`src/sv/tpmc_pkg.sv`:
```
// ----------------------------------------------------------------------------
// tpmc_pkg
// Shared widths, register indexes, reset values and class codes for the
// two-photon mass classifier.
// ----------------------------------------------------------------------------
package tpmc_pkg;

  localparam int SQ_BITS        = 44;
  localparam int ROOT_BITS      = 23;
  localparam int ISQRT_STEPS    = SQ_BITS / 2;
  localparam int REG_BITS       = 16;
  localparam int CFG_INDEX_BITS = 3;
  localparam int NUM_MESONS     = 3;
  localparam int CLASS_BITS     = 2;
  localparam int DIFF_BITS      = ROOT_BITS + 1;
  localparam int DIST_BITS      = ROOT_BITS + REG_BITS;

  localparam logic [CFG_INDEX_BITS-1:0] REG_MASS_LIGHT       = 3'd0;
  localparam logic [CFG_INDEX_BITS-1:0] REG_INV_WIDTH_LIGHT  = 3'd1;
  localparam logic [CFG_INDEX_BITS-1:0] REG_MASS_MIDDLE      = 3'd2;
  localparam logic [CFG_INDEX_BITS-1:0] REG_INV_WIDTH_MIDDLE = 3'd3;
  localparam logic [CFG_INDEX_BITS-1:0] REG_MASS_HEAVY       = 3'd4;
  localparam logic [CFG_INDEX_BITS-1:0] REG_INV_WIDTH_HEAVY  = 3'd5;

  localparam logic [REG_BITS-1:0] RST_MASS_LIGHT       = 16'd2160;
  localparam logic [REG_BITS-1:0] RST_INV_WIDTH_LIGHT  = 16'd3277;
  localparam logic [REG_BITS-1:0] RST_MASS_MIDDLE      = 16'd8720;
  localparam logic [REG_BITS-1:0] RST_INV_WIDTH_MIDDLE = 16'd1489;
  localparam logic [REG_BITS-1:0] RST_MASS_HEAVY       = 16'd15328;
  localparam logic [REG_BITS-1:0] RST_INV_WIDTH_HEAVY  = 16'd1092;

  localparam logic [CLASS_BITS-1:0] CLASS_PI0       = 2'd0;
  localparam logic [CLASS_BITS-1:0] CLASS_ETA       = 2'd1;
  localparam logic [CLASS_BITS-1:0] CLASS_ETA_PRIME = 2'd2;

endpackage

```
`src/sv/tpmc_isqrt.sv`:
```
// ----------------------------------------------------------------------------
// tpmc_isqrt
// Pipelined integer square root, one result bit per stage, with a side
// word carried alongside each operand.
// ----------------------------------------------------------------------------
module tpmc_isqrt import tpmc_pkg::*; #(
  parameter int SIDE_W = 44
) (
  input  logic                   clk,
  input  logic                   rst,
  input  logic                   adv,
  input  logic                   in_valid,
  input  logic [SQ_BITS-1:0]     in_mag,
  input  logic [SIDE_W-1:0]      in_side,
  output logic                   out_valid,
  output logic [ISQRT_STEPS-1:0] out_root,
  output logic [SIDE_W-1:0]      out_side
);

  logic               valid_q [ISQRT_STEPS];
  logic [SQ_BITS-1:0] rem_q   [ISQRT_STEPS];
  logic [SQ_BITS-1:0] root_q  [ISQRT_STEPS];
  logic [SIDE_W-1:0]  side_q  [ISQRT_STEPS];

  for (genvar k = 0; k < ISQRT_STEPS; k++) begin : g_step
    localparam logic [SQ_BITS-1:0] STEP_BIT = SQ_BITS'(1) << (2 * (ISQRT_STEPS - 1 - k));

    logic               valid_cur;
    logic [SQ_BITS-1:0] rem_cur;
    logic [SQ_BITS-1:0] root_cur;
    logic [SIDE_W-1:0]  side_cur;
    logic [SQ_BITS:0]   trial;

    if (k == 0) begin : g_first
      assign valid_cur = in_valid;
      assign rem_cur   = in_mag;
      assign root_cur  = '0;
      assign side_cur  = in_side;
    end else begin : g_next
      assign valid_cur = valid_q[k-1];
      assign rem_cur   = rem_q[k-1];
      assign root_cur  = root_q[k-1];
      assign side_cur  = side_q[k-1];
    end

    assign trial = {1'b0, root_cur} + {1'b0, STEP_BIT};

    always_ff @(posedge clk) begin
      if (rst) begin
        valid_q[k] <= 1'b0;
      end else if (adv) begin
        valid_q[k] <= valid_cur;
        side_q[k]  <= side_cur;
        if ({1'b0, rem_cur} >= trial) begin
          rem_q[k]  <= rem_cur - trial[SQ_BITS-1:0];
          root_q[k] <= (root_cur >> 1) + STEP_BIT;
        end else begin
          rem_q[k]  <= rem_cur;
          root_q[k] <= root_cur >> 1;
        end
      end
    end
  end

  assign out_valid = valid_q[ISQRT_STEPS-1];
  assign out_root  = root_q[ISQRT_STEPS-1][ISQRT_STEPS-1:0];
  assign out_side  = side_q[ISQRT_STEPS-1];

endmodule

```
`config.mk`:
```
export PLATFORM = sky130hd
export DESIGN_NAME = tpmc_isqrt
export DESIGN_NICKNAME = d
export VERILOG_FILES = /design/src/sv/tpmc_pkg.sv /design/src/sv/tpmc_isqrt.sv
export SDC_FILE = /design/constraint.sdc
export NUM_CORES = 2
export LEC_CHECK = 0
export BUFFER_PORTS_ARGS = -buffer_cell sky130_fd_sc_hd__buf_2
export CORE_UTILIZATION = 45
export CTS_BUF_LIST = sky130_fd_sc_hd__clkbuf_2 sky130_fd_sc_hd__clkbuf_4 sky130_fd_sc_hd__clkbuf_8
export CTS_CLUSTER_SIZE = 20
export DETAILED_ROUTE_END_ITERATION = 8
export GPL_TIMING_DRIVEN = 0
export PLACE_DENSITY_LB_ADDON = 0.2
export SYNTH_ARGS = -nofsm -noshare
export SYNTH_HDL_FRONTEND = slang
export SYNTH_SLANG_ARGS = --single-unit
```
`constraint.sdc`:
```
create_clock -name clk -period 82.2 [get_ports clk]
set_input_delay 16.44 -clock clk [delete_from_list [all_inputs] [get_ports clk]]
set_output_delay 16.44 -clock clk [all_outputs]
set_load 0.005 [all_outputs]
```
==> results.json <==
{
  "synthesis.nets": 5818,
  "cts_sinks": 2167,
  "fp.dieH_um": 440,
  "ctsHtreeMaxLevel": 5,
  "drtIter0Drc": 2879,
  "grt_usage_pct": 16.6,
  "routed_via_density": 5.14,
  "setup.worst_path.end_class": "flop",
  "routed_wl_um": 161000,
  "cp.arrival_ns": 20.67,
  "postCtsHoldBufs": 0,
  "synth.distinct_cells": 85,
  "ys_seq_area_share_pct": 75.5,
  "clk_latency_ns": 1.03,
  "dr.pass1.iters": 5,
  "async_reset_ff_share_pct": 0,
  "crit_fanout": 70,
  "antenna_found_initial": 3,
  "most-common-layout-cells": "edfxtp_1, clkbuf_8, nand2_1, inv_1, ha_1",
  "setup_tns_ns": 0,
  "die_area_um2": 193000,
  "relSlewSlack_pct": 12.3,
  "power_density_nw_per_um2": 23.9,
  "worst_clock_skew_ns": 0.0979,
  "cts_buffers": 360,
  "max_slew.worst_pin.slew_ns": 1.30,
  "drc_errors": 0,
  "start_util_pct": 45.3,
  "hold_class": "flop to flop",
  "final_area_um2": 97800,
  "cts_setup_buffers": 0,
  "cts-resized-gates": 0,
  "synth_warnings": 0,
  "grt_max_degree": 75,
  "startpoint_type": "input pin",
  "detailedPlacementHpwl_um": 114000,
  "grt_use_met1_pct": 19.7,
  "drv_slew": 0,
  "clockRootBuffer": "clkbuf_8",
  "synth_flop_cell": "edfxtp_1",
  "place_congestion": 0.903,
  "use_met2_pct": 28.9,
  "path_clk_slew_ns": 0.06,
  "place_area_um2": 91100,
  "critPathKind": "input pin to flop",
  "area_delta_synth_final_pct": 13.4,
  "mostFrequentLayoutCell": "edfxtp_1",
  "power.leakage_nw": 34.3,
  "ir_drop_mv": 0.0224,
  "portBuffers": 158,
  "grt_pass1_vias": 45300,
  "drive_gt1_share_pct": 12.7,
  "finalHoldViolCount": 0,
  "syn_area_um2": 86200,
  "netlist_instances": 5454,
  "finalSetupViolations": 0,
  "fmaxAchievable_ghz": 0.0498,
  "ant_nets": 0,
  "gr-total-overflow": 0,
  "ys_ff_latch": 2167,
  "period_share_pct": 24.4,
  "grt_pass1_wl_um": 248000,
  "ios": 159,
  "grt.met3_usage_pct": 3.34,
  "syn_avg_cell_area_um2": 15.8,
  "cp.required_ns": 82.81,
  "tritoncts": "done",
  "core_um2": 190000,
  "vias": 45200,
  "fin_nets": 6372,
  "route.detailed.wl_per_inst_um": 18.3,
  "top_usage_layer": "met2",
  "cts_buffer_depth": 4,
  "grt_setup_unrepaired": "false",
  "period_minus_slack_ns": 20.07,
  "fp-row-count": 160,
  "dieWidth_um": 440,
  "status": "complete, no violations",
  "synth_edf_count": 2167,
  "maxCapViolCount": 0
}
synthesized netlist by cell type (37+ instances only):
master | instances | area share, %
o21ai_0 | 262 | 1.5
and2_1 | 37 | 0.27
or3_1 | 59 | 0.43
o21a_1 | 49 | 0.43
xnor2_1 | 207 | 2.1
nor4_1 | 148 | 1.1
xor2_1 | 188 | 1.9
nand2b_1 | 62 | 0.45
nand2_1 | 331 | 1.4
nor3_1 | 110 | 0.64
nor2_1 | 225 | 0.98
clkbuf_1 | 65 | 0.28
inv_1 | 329 | 1.4
nor2b_1 | 37 | 0.27
edfxtp_1 | 2167 | 76
a21o_1 | 79 | 0.69
nand3_1 | 94 | 0.55
a21oi_1 | 204 | 1.2
ha_1 | 272 | 3.9
nand4_1 | 55 | 0.40
critical path, cell delays in order:
cell and delay (ns):
buf_2 0.10, nand2b_1 0.37, clkinv_1 0.54, clkbuf_4 0.60, buf_16 0.35, buf_16 0.33, buf_16 0.34, buf_16 0.33
buf_16 0.33, buf_16 0.34, buf_16 0.34
routing by layer:
metal,part of all wire (%),vias up
met5,0,-
met3,4.7,423
li1,-,22000
met1,41,21700
met2,50,1049
met4,4.1,0
cell type report:
cell class	instances	area, µm²
fillers	15800	92400
well taps	2511	3140
multi-input cells	2875	19500
flip-flops and latches	2167	65100
inverters	332	1250
clock inverters	149	863
plain buffers	80	330
clock buffers	468	5820
diodes	7	17.5
repair buffers	192	1730
final timing paths:
check / end / slack (ns) / depth (start not counted) / from
worst min-delay path: side_q[1][39] / 0.39 / 0 / side_q[0][347]
worst max-delay path: root_q[2][224] / 62.13 / 11 / rst
worst min register to register: side_q[1][39] / 0.39 / 0 / side_q[0][347]
worst max register to register: rem_q[0][344] / 77.29 / 7 / rem_q[0][303]
sequential cells by signal (all words and copies together) (netlist names):
signal   count
rem_q      924
root_q     253
side_q     968
valid_q     22
power by group:
part / switching (mW) / internal (mW) / total (mW)
logic: 0.0924 / 0.0584 / 0.151
clock network: 0.399 / 0.486 / 0.885
registers: 0.0252 / 1.28 / 1.30
total: 0.516 / 1.82 / 2.34
kinds of logic (layout without fill, tap and decap cells):
| kind of cell | Yosys count | count (layout) | share of synthesized area [%] |
|---|---|---|---|
| xor+xnor | 395 | 395 | 4.01 |
| compound gates | 821 | 821 | 5.93 |
| flops | 2167 | 2167 | 75.5 |
| buf+inv | 412 | 1221 | 1.82 |
| mux | 33 | 33 | 0.417 |
| other cells | 0 | 7 | 0 |
| simple gates | 1354 | 1354 | 8.36 |
| fa+ha+maj | 272 | 272 | 3.95 |
metrics by stage:
step	power (mW)	util, %	worst slack (ns)	std cells	hold WS (ns)
finish	2.34	51.4	62.13	8781	0.386
global route	2.44	51.4	61.95	8780	0.389
CTS	2.37	51.4	62.12	8774	0.388
detailed placement	1.48	47.9	61.04	8157	0.405
global placement	1.64	47.4	-17.69	8123	0.400
floorplan	1.55	-	3.85	5454	0.400
(Power assumes the default switching activity.)
